`src/sv/fpfa_pkg.sv`:
```
// Shared types, codes and defaults for the fixed-partition fit allocator.
package fpfa_pkg;

    localparam int MAX_PARTITIONS_DEF = 16;
    localparam int SIZE_BITS_DEF      = 16;
    localparam int ID_BITS_DEF        = 8;

    localparam int OPCODE_W  = 2;
    localparam int SLOT_W    = 4;
    localparam int SIZE_W    = 16;
    localparam int PID_W     = 8;
    localparam int POLICY_W  = 2;
    localparam int PIU_W     = 5;
    localparam int PADDR_W   = 3;
    localparam int PDATA_W   = 32;

    localparam logic [PIU_W-1:0]    PIU_RESET    = 5'd16;
    localparam logic [POLICY_W-1:0] POLICY_RESET = 2'd0;

    // Item opcodes
    localparam logic [OPCODE_W-1:0] OP_LOAD  = 2'd0;
    localparam logic [OPCODE_W-1:0] OP_ALLOC = 2'd1;
    localparam logic [OPCODE_W-1:0] OP_FREE  = 2'd2;

    // Fit policies; the unused code acts as first fit
    localparam logic [POLICY_W-1:0] POL_FIRST = 2'd0;
    localparam logic [POLICY_W-1:0] POL_WORST = 2'd1;
    localparam logic [POLICY_W-1:0] POL_BEST  = 2'd2;

    // Register select, taken from paddr[2]
    localparam logic REG_FIT_POLICY = 1'b0;
    localparam logic REG_PIU        = 1'b1;

    typedef enum logic [1:0] {
        ST_IDLE,
        ST_SCAN,
        ST_DRAIN,
        ST_DONE
    } t_state;

    typedef struct packed {
        logic latch;   // capture item, reset scan
        logic scan;    // issue next table read
        logic commit;  // apply item, present result
    } t_ctrl_cmd;

    typedef struct packed {
        logic alloc_none;  // no slots take part
        logic scan_last;   // current read is the last slot
    } t_ctrl_status;

endpackage

```
`src/sv/fpfa_ram.sv`:
```
// Generic single-port-write, single-port-read RAM with registered read data.
module fpfa_ram #(
    parameter int WIDTH = 16,
    parameter int DEPTH = 16
) (
    input  logic                     i_clk,
    input  logic                     i_we,
    input  logic [$clog2(DEPTH)-1:0] i_waddr,
    input  logic [WIDTH-1:0]         i_wdata,
    input  logic [$clog2(DEPTH)-1:0] i_raddr,
    output logic [WIDTH-1:0]         o_rdata
);

    logic [WIDTH-1:0] r_mem [DEPTH];
    logic [WIDTH-1:0] r_rdata;

    always_ff @(posedge i_clk) begin
        if (i_we) begin
            r_mem[i_waddr] <= i_wdata;
        end
        r_rdata <= r_mem[i_raddr];
    end

    assign o_rdata = r_rdata;

endmodule

```
`src/sv/fpfa_ctrl.sv`:
```
// Sequencer for the allocator: accept, table scan, drain, commit.
module fpfa_ctrl (
    input  logic                          i_clk,
    input  logic                          i_rst_n,
    input  logic                          i_start,
    input  logic [fpfa_pkg::OPCODE_W-1:0] i_opcode,
    input  fpfa_pkg::t_ctrl_status        i_status,
    output fpfa_pkg::t_ctrl_cmd           o_cmd,
    output logic                          o_busy
);
    import fpfa_pkg::*;

    t_state r_state;
    t_state n_state;

    always_ff @(posedge i_clk) begin
        if (!i_rst_n) begin
            r_state <= ST_IDLE;
        end else begin
            r_state <= n_state;
        end
    end

    always_comb begin
        n_state = r_state;
        o_cmd   = '0;
        o_busy  = 1'b1;
        unique case (r_state)
            ST_IDLE: begin
                o_busy = 1'b0;
                if (i_start) begin
                    o_cmd.latch = 1'b1;
                    if (i_opcode == OP_ALLOC && !i_status.alloc_none) begin
                        n_state = ST_SCAN;
                    end else begin
                        n_state = ST_DONE;
                    end
                end
            end
            ST_SCAN: begin
                o_cmd.scan = 1'b1;
                if (i_status.scan_last) begin
                    n_state = ST_DRAIN;
                end
            end
            ST_DRAIN: begin
                // last read data is compared this cycle
                n_state = ST_DONE;
            end
            ST_DONE: begin
                o_cmd.commit = 1'b1;
                n_state      = ST_IDLE;
            end
            default: begin
                n_state = ST_IDLE;
            end
        endcase
    end

endmodule

```
`src/sv/fpfa_dp.sv`:
```
// Allocator datapath: item registers, size table, busy bits, fit compare, result.
module fpfa_dp #(
    parameter int MAX_PARTITIONS = fpfa_pkg::MAX_PARTITIONS_DEF,
    parameter int SIZE_BITS      = fpfa_pkg::SIZE_BITS_DEF,
    parameter int ID_BITS        = fpfa_pkg::ID_BITS_DEF
) (
    input  logic                          i_clk,
    input  logic                          i_rst_n,
    input  fpfa_pkg::t_ctrl_cmd           i_cmd,
    output fpfa_pkg::t_ctrl_status        o_status,
    input  logic [fpfa_pkg::POLICY_W-1:0] i_policy,
    input  logic [fpfa_pkg::PIU_W-1:0]    i_piu,
    input  logic [fpfa_pkg::OPCODE_W-1:0] i_opcode,
    input  logic [fpfa_pkg::SLOT_W-1:0]   i_slot_index,
    input  logic [fpfa_pkg::SIZE_W-1:0]   i_size_value,
    input  logic [fpfa_pkg::PID_W-1:0]    i_process_id,
    output logic                          o_done,
    output logic                          o_granted,
    output logic [fpfa_pkg::SLOT_W-1:0]   o_chosen_slot,
    output logic [fpfa_pkg::PID_W-1:0]    o_owner_echo
);
    import fpfa_pkg::*;

    localparam int IDX_W = $clog2(MAX_PARTITIONS);
    localparam int CNT_W = $clog2(MAX_PARTITIONS + 1);

    // latched item
    logic [OPCODE_W-1:0]  r_op;
    logic [IDX_W-1:0]     r_slot;
    logic                 r_load_ok;
    logic [SIZE_BITS-1:0] r_req;
    logic [ID_BITS-1:0]   r_pid;

    // scan
    logic [IDX_W-1:0]          r_k;
    logic                      r_cmp_v;
    logic [IDX_W-1:0]          r_cmp_idx;
    logic                      r_found;
    logic [IDX_W-1:0]          r_pick;
    logic [SIZE_BITS-1:0]      r_pick_left;
    logic [MAX_PARTITIONS-1:0] r_busy;

    // result
    logic                r_done;
    logic                r_granted;
    logic [SLOT_W-1:0]   r_chosen;
    logic [PID_W-1:0]    r_echo;

    logic [CNT_W-1:0]     limit;
    logic [SIZE_BITS-1:0] rdata;
    logic [SIZE_BITS-1:0] left;
    logic                 fits;
    logic                 take;
    logic                 ram_we;

    assign limit = (32'(i_piu) > MAX_PARTITIONS) ? CNT_W'(MAX_PARTITIONS) : CNT_W'(i_piu);
    assign o_status.alloc_none = (limit == '0);
    assign o_status.scan_last  = ((CNT_W'(r_k) + CNT_W'(1)) == limit);

    assign ram_we = i_cmd.commit && (r_op == OP_LOAD) && r_load_ok;

    fpfa_ram #(
        .WIDTH (SIZE_BITS),
        .DEPTH (MAX_PARTITIONS)
    ) u_size_ram (
        .i_clk   (i_clk),
        .i_we    (ram_we),
        .i_waddr (r_slot),
        .i_wdata (r_req),
        .i_raddr (r_k),
        .o_rdata (rdata)
    );

    assign fits = r_cmp_v && !r_busy[r_cmp_idx] && (rdata >= r_req);
    assign left = rdata - r_req;

    always_comb begin
        take = 1'b0;
        if (fits) begin
            if (!r_found) begin
                take = 1'b1;
            end else if (i_policy == POL_WORST) begin
                take = (left > r_pick_left);
            end else if (i_policy == POL_BEST) begin
                take = (left < r_pick_left);
            end
        end
    end

    // payload registers
    always_ff @(posedge i_clk) begin
        if (i_cmd.latch) begin
            r_op      <= i_opcode;
            r_slot    <= IDX_W'(i_slot_index);
            r_load_ok <= (32'(i_slot_index) < MAX_PARTITIONS);
            r_req     <= SIZE_BITS'(i_size_value);
            r_pid     <= ID_BITS'(i_process_id);
            r_k       <= '0;
            r_pick    <= '0;
        end else begin
            if (i_cmd.scan) begin
                r_k <= r_k + IDX_W'(1);
            end
            if (take) begin
                r_pick <= r_cmp_idx;
            end
        end
        if (take) begin
            r_pick_left <= left;
        end
        r_cmp_idx <= r_k;
        if (i_cmd.commit) begin
            r_granted <= (r_op == OP_ALLOC) && r_found;
            r_chosen  <= r_found ? SLOT_W'(r_pick) : '0;
            r_echo    <= (r_op == OP_ALLOC) ? PID_W'(r_pid) : '0;
        end
    end

    // control registers
    always_ff @(posedge i_clk) begin
        if (!i_rst_n) begin
            r_cmp_v <= 1'b0;
            r_found <= 1'b0;
            r_busy  <= '0;
            r_done  <= 1'b0;
        end else begin
            r_cmp_v <= i_cmd.scan;
            r_done  <= i_cmd.commit;
            if (i_cmd.latch) begin
                r_found <= 1'b0;
            end else if (take) begin
                r_found <= 1'b1;
            end
            if (i_cmd.commit) begin
                if (r_op == OP_FREE) begin
                    r_busy <= '0;
                end else if (r_op == OP_ALLOC && r_found) begin
                    r_busy[r_pick] <= 1'b1;
                end
            end
        end
    end

    assign o_done        = r_done;
    assign o_granted     = r_granted;
    assign o_chosen_slot = r_chosen;
    assign o_owner_echo  = r_echo;

endmodule

```
`src/sv/fixed_partition_fit_allocator.sv`:
```
// Top level of the fixed-partition fit allocator: config registers and core wiring.
//
// Usage
//   Command channel: an item is a transaction taken on a rising edge with
//   start high and busy low. opcode selects load (write one slot's size),
//   allocate (find a free slot of at least size_value) or free all (clear
//   every busy bit; sizes stay). Unused opcode answers like a load of nothing.
//   Every item gives exactly one result: o_done is high for one cycle with
//   o_granted, o_chosen_slot and o_owner_echo valid. The receiver cannot stall,
//   so the result must be taken in that cycle.
//   Sequence after the start edge: load, free and allocate with no slots in
//   use go straight to the commit state; any other allocate scans the first
//   N = min(partitions_in_use, MAX_PARTITIONS) slots, then drains and commits.
//   The scan reads the size table one slot per cycle through the single RAM
//   read port; one item is handled at a time. busy drops in the o_done cycle,
//   where the next item may be accepted.
//   Config (APB, addr 0 fit_policy, addr 4 partitions_in_use) must be written
//   only while idle; the block does not enforce this. pready is tied high.
//   Reset: policy first fit, 16 slots in use, all slots free. Slot sizes are
//   undefined until loaded; no clearing pass, the block is ready at once.
//   The owner id is reported only through o_owner_echo.
module fixed_partition_fit_allocator #(
    parameter int MAX_PARTITIONS = fpfa_pkg::MAX_PARTITIONS_DEF,
    parameter int SIZE_BITS      = fpfa_pkg::SIZE_BITS_DEF,
    parameter int ID_BITS        = fpfa_pkg::ID_BITS_DEF
) (
    input  logic                          i_clk,
    input  logic                          i_rst_n,
    // command channel
    input  logic                          start,
    output logic                          busy,
    input  logic [fpfa_pkg::OPCODE_W-1:0] i_opcode,
    input  logic [fpfa_pkg::SLOT_W-1:0]   i_slot_index,
    input  logic [fpfa_pkg::SIZE_W-1:0]   i_size_value,
    input  logic [fpfa_pkg::PID_W-1:0]    i_process_id,
    // result channel
    output logic                          o_done,
    output logic                          o_granted,
    output logic [fpfa_pkg::SLOT_W-1:0]   o_chosen_slot,
    output logic [fpfa_pkg::PID_W-1:0]    o_owner_echo,
    // config port
    input  logic                          psel,
    input  logic                          penable,
    input  logic                          pwrite,
    input  logic [fpfa_pkg::PADDR_W-1:0]  paddr,
    input  logic [fpfa_pkg::PDATA_W-1:0]  pwdata,
    output logic [fpfa_pkg::PDATA_W-1:0]  prdata,
    output logic                          pready
);
    import fpfa_pkg::*;

    logic [POLICY_W-1:0] r_policy;
    logic [PIU_W-1:0]    r_piu;
    logic                cfg_wr;
    logic                reg_sel;

    t_ctrl_cmd    cmd;
    t_ctrl_status status;

    // Register select is address bit 2; byte offset bits are ignored.
    assign reg_sel = paddr[2];
    assign cfg_wr  = psel && penable && pwrite;
    assign pready  = 1'b1;

    always_ff @(posedge i_clk) begin
        if (!i_rst_n) begin
            r_policy <= POLICY_RESET;
            r_piu    <= PIU_RESET;
        end else if (cfg_wr) begin
            unique case (reg_sel)
                REG_FIT_POLICY: r_policy <= pwdata[POLICY_W-1:0];
                REG_PIU:        r_piu    <= pwdata[PIU_W-1:0];
                default:        r_policy <= r_policy;
            endcase
        end
    end

    always_comb begin
        unique case (reg_sel)
            REG_FIT_POLICY: prdata = PDATA_W'(r_policy);
            REG_PIU:        prdata = PDATA_W'(r_piu);
            default:        prdata = '0;
        endcase
    end

    // Sequencer: one item at a time, allocate walks the table slot by slot.
    fpfa_ctrl u_ctrl (
        .i_clk    (i_clk),
        .i_rst_n  (i_rst_n),
        .i_start  (start),
        .i_opcode (i_opcode),
        .i_status (status),
        .o_cmd    (cmd),
        .o_busy   (busy)
    );

    // Datapath: size RAM, busy flags, fit compare and result registers.
    fpfa_dp #(
        .MAX_PARTITIONS (MAX_PARTITIONS),
        .SIZE_BITS      (SIZE_BITS),
        .ID_BITS        (ID_BITS)
    ) u_dp (
        .i_clk         (i_clk),
        .i_rst_n       (i_rst_n),
        .i_cmd         (cmd),
        .o_status      (status),
        .i_policy      (r_policy),
        .i_piu         (r_piu),
        .i_opcode      (i_opcode),
        .i_slot_index  (i_slot_index),
        .i_size_value  (i_size_value),
        .i_process_id  (i_process_id),
        .o_done        (o_done),
        .o_granted     (o_granted),
        .o_chosen_slot (o_chosen_slot),
        .o_owner_echo  (o_owner_echo)
    );

endmodule

```
`config.mk`:
```
export PLATFORM = sky130hd
export DESIGN_NAME = fixed_partition_fit_allocator
export DESIGN_NICKNAME = d
export VERILOG_FILES = /design/src/sv/fpfa_pkg.sv /design/src/sv/fpfa_ram.sv /design/src/sv/fpfa_ctrl.sv /design/src/sv/fpfa_dp.sv /design/src/sv/fixed_partition_fit_allocator.sv
export SDC_FILE = /design/constraint.sdc
export NUM_CORES = 1
export LEC_CHECK = 0
export ABC_AREA = 1
export BUFFER_PORTS_ARGS = -buffer_cell sky130_fd_sc_hd__buf_2
export CAP_MARGIN = 25
export CORE_MARGIN = 4
export CORE_UTILIZATION = 55
export CTS_CLUSTER_SIZE = 16
export DETAILED_ROUTE_END_ITERATION = 8
export PLACE_DENSITY = 0.85
export SLEW_MARGIN = 20
export SYNTH_ARGS = -nofsm -noshare
export SYNTH_HDL_FRONTEND = slang
export SYNTH_HIERARCHICAL = 1
export SYNTH_SLANG_ARGS = --single-unit
```
`constraint.sdc`:
```
create_clock -name i_clk -period 3.79 [get_ports i_clk]
set_input_delay 0.758 -clock i_clk [delete_from_list [all_inputs] [get_ports i_clk]]
set_output_delay 0.758 -clock i_clk [all_outputs]
set_load 0.01 [all_outputs]
```
# Word-level counts from Yosys, hierarchy flattened
# Memory sizes are Yosys's and may differ from the RTL's. A register that Yosys moved wholly into a read port is not among the register bits.
# Index checks and enable logic that the tools add are counted.
# classes
addsub,3
order_cmp,7
eq_ne,11
mux,23
n_bitwise,3
n_reduce_logical,19
# op_table
op,count
$pmux W32 S2,1
$mux W16,2
$ge A16 B16 Y1,1
$gt A16 B16 Y1,1
$lt A16 B16 Y1,1
$or A16 B16 Y16,1
$sub A16 B16 Y16,1
$mux W1,13
$lt A4 B5 Y1 const B,2
$eq A2 B1 Y1 const B,4
$eq A2 B2 Y1 const B,4
$logic_and A1 B1 Y1,8
$pmux W2 S4,1
$reduce_and A2 Y1,4
$mux W2,3
$add A4 B1 Y5 const B,1
$eq A5 B5 Y1,1
$gt A5 B5 Y1 const B,1
$logic_not A5 Y1,1
$mux W5,1
$add A4 B1 Y4 const B,1
$bmux W1 S4,1
$demux W1 S4,1
$ge A4 B1 Y1 const B,1
6 further kinds,10
# totals
reg_bits,99
mem_bits_rw,256
in_bits,71
out_inout_bits,48
wordCells,85
mem_count,1
# mem_list
memory,depth,word_bits,rd,rd_clocked_by_memory_dff,write_ports,line_no,source
u_dp.u_size_ram.r_mem,16,16,1,1,1,fpfa_ram.sv:14,logic [WIDTH-1:0] r_mem [DEPTH];

# Logic depth before layout (Yosys ltp)
# Gate-level depths: netlist of run 1.
# logic_depth
ltp_word,8
mapped_depth,22

# By module
# Netlist of run 1, hierarchy kept.
# modules_own_cells
module,instances,cells_each,area_each_um2,seq_area_each_um2
fpfa_ram,1,1074,11380.9,8007.7
fpfa_dp,1,480,4565.6,2392.3
fixed_partition_fit_allocator,1,88,588.1,140.1
fpfa_ctrl,1,31,200.2,40.0

# Worst setup path before layout of run 1
# No wires, ideal clock.
# synth_path
path_type,flip-flop to flip-flop
start,register u_dp.r_req[0]
end,register u_dp.r_pick_left[0] (enable)
setup_ns,0.364
arrival_time_ns,3.167
required_ns,3.426
slack_ns,0.260
stages_incl_launch_ff,19
period_less_slack_ns,3.530
cell_sequence,edfxtp_1 -> ha_1 -> inv_1 -> fa_1 -> nand2_1 -> nand2_1 -> nand3_1 -> nand2_2 -> a21oi_1 -> o21bai_1 -> xor2_1 -> ha_1 -> nand2_1 -> o21ai_0 -> a21oi_1 -> nand3_1 -> nand3_1 -> nand2_1 -> inv_1
# synth_between
elab_chain_cells,6
# synth_lines
element,line_no,source
"start, declared",fpfa_dp.sv:31,logic [SIZE_BITS-1:0] r_req;
"start signal, assigned",fpfa_dp.sv:96,r_req <= SIZE_BITS'(i_size_value);
$sub A16 B16 Y16 (*),fpfa_dp.sv:75,assign left = rdata - r_req;
net u_dp.left[14],fpfa_dp.sv:51,logic [SIZE_BITS-1:0] left;
$lt A16 B16 Y1,fpfa_dp.sv:85,take = (left < r_pick_left);
$mux W1,fpfa_dp.sv:84,end else if (i_policy == POL_BEST) begin
$mux W1 (*),fpfa_dp.sv:82,end else if (i_policy == POL_WORST) begin
$mux W1 (*),fpfa_dp.sv:80,if (!r_found) begin
$mux W1 (*),fpfa_dp.sv:79,if (fits) begin
net u_dp.take,fpfa_dp.sv:53,logic take;
"end signal, assigned",fpfa_dp.sv:109,r_pick_left <= left;
"end, declared",fpfa_dp.sv:40,logic [SIZE_BITS-1:0] r_pick_left;
# Mark *: on every way through the listed nets, which the timed path passes. The rest lies on a longest branch.
# A chain may end at the register's enable or synchronous reset.

# Worst setup path after layout of run 1
# layout_path
start,register u_dp.r_req[4]
end,register u_dp.r_pick_left[10] (enable)
# The elaborated chain is that of the path after synthesis.

==> summary by stage, run 1 <==
Placed design
The placed cell count is about 2100. At the placement stage, the worst setup path has a slack of ~0.42 ns. During placement, the flow inserted port buffers numbering approximately 60. Once detailed placement completed, the half-perimeter wirelength came to ~23000 µm. The instance area after placement is ~17000 µm².

At the end of routability-driven placement, the weighted congestion stood at approximately 0.89.

STA
The highest attainable clock frequency is 0.289 GHz. Hold is met by roughly 0.42 ns. The clock period minus final worst setup slack is roughly 3.5 ns. The worst path setup slack after routing is 0.334 ns. The worst slew slack as a fraction of its limit is 0.417. The final-report max-slew violation count came to 0. The number of hold violations in the final report is 0. Adding up every negative setup slack in the final design gives 0 ns. Across the routed clock network, the largest skew measured is between 0.015 and 0.02 ns. For the pin with the worst max-slew slack, the measured transition is between 0.8 and 0.9 ns. Dividing the final minimum period by the clock period gives 0.912. Setup violations remaining at the end of the flow were counted as 0. Setup repair after global routing left no endpoint under its margin.

Clock tree
For the worst-skew pair, the clock arrives at the later sink with an insertion delay of 0.51 ns. CTS placed an instance of clkbuf_16 at the clock tree root. TritonCTS built the clock tree. The clock tree synthesis step divided the H-tree into 2 levels.

Buffers inserted to repair hold after CTS numbered 0. The CTS sink count is about 370. Buffers inserted during clock tree synthesis total 35.

After clock tree synthesis, the setup repair step added 0 buffers. The clock transition at the registers of the reported paths is approximately 0.060 ns. Once the clock tree was built, the resizer swapped 0 gates to a different size. The deepest clock path buffer count is 3.

Worst setup path
The cell occurring most often along the worst timing path is a21oi_1. The launching element type of the critical path is a flop. The category of the most critical setup path is reg -> reg.

The maximum fanout along the worst path is 16. The capturing element type of the critical path is a flop. The internal reg-to-reg setup slack is between 0.3 and 0.4 ns. The critical path goes through inv_1, ha_1, a21oi_1, o21ai_0, nand2_1, nand4_1, a21oi_1, xor2_1, ha_1, a21oi_1, o21ai_0, a21oi_1, nand3_1, nand3_1, nand2_1, inv_1, buf_12. On the critical path the largest part of the delay comes from compound AO/OA/AOI/OAI gates. The number of buffers and inverters on the critical path is 3. The most critical setup path has its startpoint at u_dp/r_req[4]. The critical path ends at u_dp/r_pick_left[10]. The data required time of the worst path is roughly 4.0 ns. The reg-to-reg critical path startpoint is u_dp/r_req[4]. The arrival time of data at the critical path endpoint is 3.67 ns. The slowest cell on the critical path is ha_1. The number of cells on the worst reg-to-reg path is 17. The number of stages on the worst setup path is 17. The longest individual stage delay on the worst path is between 0.3 and 0.4 ns. The worst register-to-register path ends at u_dp/r_pick_left[10].

Floorplanning
The die boundary width is approximately 180 µm. The overall die area is 33300 µm². The chip height is 182 µm. The area of the placeable core is roughly 30000 µm². The initialized floorplan defines between 60 and 70 standard-cell rows. The effective utilization at floorplan is 0.562.

Pin placement for this block handled 119 I/O pins.

Power
In this run the power density over the cells is between 700 and 800 nW/µm². Across the VDD grid, the largest voltage drop is about 0.44 mV. In this run the static leakage power is roughly 8.3 nW.

After layout, the design draws a total of 13.0 mW.

Global route
The total track usage is 0.231. The number of antenna violations at the first check in global routing was 0. The aggregate global routing overflow is 0. The number of global-route vias before repair is around 12000. The first global-routing pass estimated 60800 µm of wire. The largest net degree at the start of global routing is slightly below 80.

Route
In the final routed layout, each cell accounts on average for between 15 and 20 µm. Summed over all nets, wire length on met2 after detailed routing comes to 19400 µm. The remaining antenna violation count after routing is 0.

For this block, the routed nets add up to roughly 39000 µm of wire. Detailed routing inserted a total of around 12000 vias. The via density per instance is ~5.4. The number of DRC markers after the initial detailed-route iteration is 1091.

The residual DRC count is 0. The detailed-routing iteration count for the pre-antenna-repair pass is 7. In this run the top signal layer used is met4.

The met1 wire length is between 10000 and 15000 µm. The wire length on met3 is approximately 3500 µm.

Logic synthesis
The most used flip-flop cell after synthesis is edfxtp_1. The total standard cell area after synthesis is 16700 µm². By count the netlist is led by nand2_1 (446), edfxtp_1 (315), inv_1 (293), nand3_1 (228), nor2_1 (81). During synthesis, Yosys emitted a total of 6 warnings. The area fraction of the dominant cell type after synthesis is 0.565. The number of cells produced by synthesis is approximately 1700.

For this run, the register share of the synthesized area comes to 0.632. The post-synthesis sequential element count is ~370. In the synthesized netlist the async set-or-reset flop fraction comes to 0. The number of different library cells used by synthesis comes to 43.

Of all cell types, the one taking the most synthesized area is edfxtp_1. In the post-synthesis netlist, the cell with the most instances is nand2_1. Yosys attributes the largest share of cell area to edfxtp_1 (57%), nand2_1 (10%), nand3_1 (6.8%). In this run the mean area of a mapped cell was ~10 µm². The number of flops mapped to enable cells by yosys is between 300 and 400.

Cells and area
For this run, the share of the core covered by cells in the final layout is 0.623. At the end of the flow, the number of nets in the layout was approximately 1900. For this run, the number of standard cells in the final layout without fillers is between 2000 and 2500.

Relative to the synthesized area, the layout overhead comes to 10.9%. The layout cell share with drive strength beyond 1 is 0.105. The final standard cell area without fillers is around 19000 µm². The number of antenna diodes is 0.

Worst hold path
The class of the tightest hold or removal check is in -> reg. The cell depth of the worst hold path is 1.

Run
The number of max-capacitance violations reported is 0.

Status
The flow ran to the end, and the final reports show no timing, DRC or antenna violations.
[layer usage]
| layer | vias to the layer above | track usage |
|---|---|---|
| met5 | - | 0 |
| met4 | 0 | 0.106 |
| met3 | 133 | 0.0331 |
| met2 | 663 | 0.398 |
| met1 | 5536 | 0.291 |
| li1 | 5503 | - |
[cells in the final DEF (no fill, tap or decap), drive strengths merged]
cell type | netlist | final
dfxtp | 56 | 56
nand3 | 229 | 229
bufinv | 0 | 3
xor2 | 10 | 10
nand4 | 4 | 4
o211ai | 2 | 2
inv | 302 | 301
buf | 73 | 106
a21boi | 1 | 1
nor2 | 95 | 95
nand3b | 2 | 2
edfxtp | 315 | 315
clkinvlp | 0 | 1
conb | 2 | 28
ha | 38 | 38
fa | 1 | 1
a21o | 3 | 3
xnor2 | 9 | 9
nand2 | 452 | 452
a2111oi | 1 | 1
o21bai | 2 | 2
or2 | 3 | 3
nor4 | 1 | 1
o21ai | 12 | 12
a21oi | 35 | 35
clkbuf | 11 | 51
a31oi | 9 | 9
clkinv | 1 | 10
nor3 | 4 | 4
[area by class of cell]
cell class                      count  area (µm²)
Fill cell                        2115       11200
Sequential cell                   371       10600
Multi-Input combinational cell    941        4560
Inverter                          303        1140
Clock buffer                       51         992
Timing Repair Buffer              106         668
Tap cell                          390         488
Clock inverter                     12         133
[sequential cells by signal, summed over array words and instances (netlist names), 2 cells and up]
signal / flops
u_dp/u_size_ram/r_mem: 256
u_dp/r_busy: 16
u_dp/r_pick_left: 16
u_dp/r_req: 16
u_dp/u_size_ram/o_rdata: 16
u_dp/o_owner_echo: 8
u_dp/r_pid: 8
r_piu: 5
u_dp/o_chosen_slot: 4
u_dp/r_cmp_idx: 4
u_dp/r_k: 4
u_dp/r_pick: 4
u_dp/r_slot: 4
r_policy: 2
u_ctrl/r_state: 2
u_dp/r_op: 2
[power by group]
group          leakage, nW  switching [mW]  internal, mW
Sequential            3.31           0.260          4.98
Combinational         4.40            2.95          1.42
Clock                0.546            1.41          2.03
[logic make-up (layout without fill, tap and decap cells)]
| group | count (synthesis) | in the layout | share of synthesized area |
|---|---|---|---|
| AOI/OAI and AO/OA | 65 | 65 | 0.0215 |
| xor gates and xnor gates | 19 | 19 | 0.00994 |
| adders and majority gates | 39 | 39 | 0.0296 |
| buffers and inverters | 387 | 472 | 0.101 |
| DFF | 371 | 371 | 0.632 |
| other | 2 | 28 | 0.000449 |
| and+or+nand+nor | 790 | 790 | 0.205 |
[how the worst min path moves through the flow]
| stage | end | start | slack (ns) |
|---|---|---|---|
| finish | u_dp/r_req[4] | i_size_value[4] | 0.42 |
| global route | u_dp/r_pid[2] | i_process_id[2] | 0.40 |
| CTS | u_dp/r_req[15] | i_size_value[15] | 0.41 |
| detailed placement | u_dp/r_busy[11] | u_dp/r_busy[11] | 0.46 |
| global placement | u_dp/r_busy[13] | u_dp/r_busy[13] | 0.45 |
| floorplan | u_dp/r_cmp_idx[3] | u_dp/r_k[3] | 0.36 |
Note: power is estimated with default switching activity, not from simulation.
==> inputs of run 2 (changes only) <==
==> constraint.sdc (replaced) <==
create_clock -name i_clk -period 3.79 [get_ports i_clk]
set_input_delay 0.9475 -clock i_clk [delete_from_list [all_inputs] [get_ports i_clk]]
set_output_delay 0.9475 -clock i_clk [all_outputs]
set_load 0.01 [all_outputs]
==> run 2 against run 1 <==
Effect of this change: worst setup slack got worse by 0.059 ns; worst hold slack improved by 0.057 ns; largest cell class unchanged; via count shrank 0.20%; flip-flop and latch count unchanged; count of clock-buffer cells in the layout rose by 5; critical path type unchanged; first-iteration DRC count increased by 16%; fmax is 1.7% lower; sequential share of layout area is 0.11 points lower; sequential power is 0.8% higher.
==> summary by stage, run 2 (synthesis results as in run 1) <==
Floorplanning
The overall die area is 33300 µm² (unchanged). The die boundary width came to 182 µm (unchanged). The effective utilization at floorplan is 0.562 (unchanged).

The area of the placeable core is 29800 µm² (unchanged). The number of placement rows was 63 (unchanged). The I/O pin count is 119 (unchanged). The chip height is 182 µm (unchanged).

Global route
The met2 routing resource usage after global routing is 0.401 (was 0.398). The most used routing layer in global routing is met2 (unchanged). The first-pass GRT wire length is 60500 µm (was 60800 µm). The number of global-route vias before repair is 11700 (about the same). The largest net degree at the start of global routing is 78 (was 77). The global routing usage on met3 is 0.0407 (was 0.0331).

The number of antenna violations at the first check in global routing is 0 (unchanged). The aggregate global routing overflow is 0 (unchanged). The total track usage was 0.230 (was 0.231). The fraction of met1 tracks used by global routing is 0.279 (was 0.291).

Run
The number of max-capacitance violations reported is 0 (unchanged).

Worst setup path
The capturing element type of the critical path was a flop (unchanged). The category of the most critical setup path was reg -> reg (unchanged). The data required time of the worst path is 4.02 ns (was 4.00 ns). Ordered cell list for the critical path: inv_1, ha_1, a21oi_1, o21ai_1, nand3_1, nand4_1, a21oi_1, xor2_1, ha_1, a21oi_1, o21ai_0, a21oi_2, nand3_1, nand3_1, nand2_1, inv_1, buf_12 (was inv_1, ha_1, a21oi_1, o21ai_0, nand2_1, nand4_1, a21oi_1, xor2_1, ha_1, a21oi_1, o21ai_0, a21oi_1, nand3_1, nand3_1, nand2_1, inv_1, buf_12).

The internal reg-to-reg setup slack came to 0.28 ns (was 0.33 ns). The maximum fanout along the worst path is 16 (unchanged). The launching element type of the critical path is a flop (unchanged). The family of cells with the greatest summed delay on the critical path is compound AO/OA/AOI/OAI gates (unchanged). The slowest cell on the critical path was edfxtp_1 (was ha_1). The number of buffers and inverters on the critical path came to 3 (unchanged). The arrival time of data at the critical path endpoint is 3.75 ns (was 3.67 ns). The longest individual stage delay on the worst path is 0.37 ns (was 0.38 ns).

Route
The via density per instance is 5.42 (was 5.44). The residual DRC count is 0 (unchanged). The remaining antenna violation count after routing was 0 (unchanged).

The number of DRC markers after the initial detailed-route iteration came to 1265 (was 1091). The detailed-routing iteration count for the pre-antenna-repair pass came to 7 (unchanged). The routed length per placed instance is 17.7 µm (was 17.9 µm). The detailed-route wire length is 38500 µm (was 38900 µm).

The routed via count is 11800 (about the same).

STA
The final-report max-slew violation count is 0 (unchanged). The worst path setup slack after routing came to 0.275 ns (was 0.334 ns). The clock period minus final worst setup slack is 3.51 ns (was 3.46 ns). The number of hold violations in the final report is 0 (unchanged). The setup TNS is 0 ns (unchanged). RSZ-0062 raised after global routing: no (unchanged). The clock tree skew after final layout is 0.0149 ns (was 0.0180 ns). The portion of the clock cycle consumed by the worst path in the final layout is 0.927 (was 0.912).

The worst slew slack as a fraction of its limit is 0.323 (was 0.417). The number of endpoints failing setup at the final stage is 0 (unchanged). The slew at the pin with the worst max-slew slack is 1.02 ns (was 0.874 ns).

The highest attainable clock frequency is 0.285 GHz (was 0.289 GHz).

Power
The power per cell area is 703 nW/µm² (about the same). The standby leakage power is 8.27 nW (was 8.25 nW). The peak supply drop is 0.516 mV (was 0.436 mV).

Clock tree
The deepest clock path buffer count was 3 (unchanged). The CTS buffer count is 37 (was 35). The worst-skew pair later-pin latency is 0.53 ns (was 0.51 ns). The post-cts hold buffer count came to 0 (unchanged).

The clock tree from TritonCTS is yes (unchanged). The H-tree depth is 2 (unchanged). The master cell of the clock root buffer is clkbuf_16 (unchanged). The CTS sink count is 371 (unchanged).

The clock transition at the registers of the reported paths was 0.06 ns (about the same).

Cells and area
The layout overhead on the synthesized area is 11.2% (was 10.9%). The final net count came to 1872 (was 1868). The layout cell share with drive strength beyond 1 is 0.106 (was 0.105). The most common library cell in the layout ignoring fill and taps was nand2_1 (unchanged). The number of antenna diodes is 0 (unchanged).

The number of flip-flops under the largest register name was 256 (unchanged). The register bank with the most flops is u_dp/u_size_ram/r_mem (unchanged). Most used cells in the layout excluding fill and tap cells: nand2_1 (446), edfxtp_1 (315), inv_1 (293) (unchanged).

Placed design
The number of input and output port buffers inserted is 61 (unchanged). The global placement routability congestion is 0.891 (was 0.894). The worst slack at placement was 0.299 ns (was 0.424 ns).

The half-perimeter wire length after detailed placement was 23000 µm (was 23100 µm).

Worst hold path
The class of the tightest hold or removal check was reg -> reg (was in -> reg).

Status
Outcome: finished clean (unchanged).
run 2: cell type report:
cell class                      count  area [µm²]
Clock buffer                       56        1040
Sequential cell                   371       10600
Fill cell                        2207       11200
Timing Repair Buffer              108         683
Inverter                          303        1140
Tap cell                          390         488
Multi-Input combinational cell    941        4560
Clock inverter                      9         103
run 2: where the power goes:
| part | internal (mW) | switching [mW] | leakage (nW) |
|---|---|---|---|
| logic | 1.42 | 2.90 | 4.41 |
| registers | 4.98 | 0.300 | 3.31 |
| clock network | 2.04 | 1.44 | 0.554 |
run 2: path summary, 6_finish.rpt:
kind	from	to	cells past startpoint
setup / recovery	u_dp/r_req[2]	u_dp/r_pick_left[13]	17
hold / removal	u_dp/r_busy[6]	u_dp/r_busy[6]	2
setup reg to reg	u_dp/r_req[2]	u_dp/r_pick_left[13]	17
hold reg to reg	u_dp/r_busy[6]	u_dp/r_busy[6]	2
run 2: tightest hold or removal path, stage by stage (launching register included):
cell,delay [ns]
dfxtp_1,0.33
a31oi_1,0.04
nor2_1,0.07
run 2: stage by stage:
| stage | instance area [µm²] | cells | power [mW] | hold WS [ns] | utilization |
|---|---|---|---|---|---|
| floorplan | 16800 | 1699 | 8.44 | 0.361 | - |
| global placement | 17500 | 2113 | 9.30 | 0.452 | 0.586 |
| detailed placement | 17500 | 2113 | 9.53 | 0.464 | 0.586 |
| CTS | 18600 | 2178 | 13.0 | 0.478 | 0.624 |
| global route | 18600 | 2178 | 13.8 | 0.502 | 0.624 |
| finish | 18600 | 2178 | 13.1 | 0.479 | 0.624 |
run 2: timing repair:
action / 4_1_cts / 5_1_grt
setup buffers: 0 / 0
setup endpoints to repair: 0 / 16
gates resized for setup: 0 / 1
run 2: routing by layer:
metal	part of all wire	wire [µm]	vias up
li1	-	-	5504
met4	0.047	1830	0
met5	0	0	-
met2	0.50	19300	662
met1	0.36	14000	5510
met3	0.089	3430	135
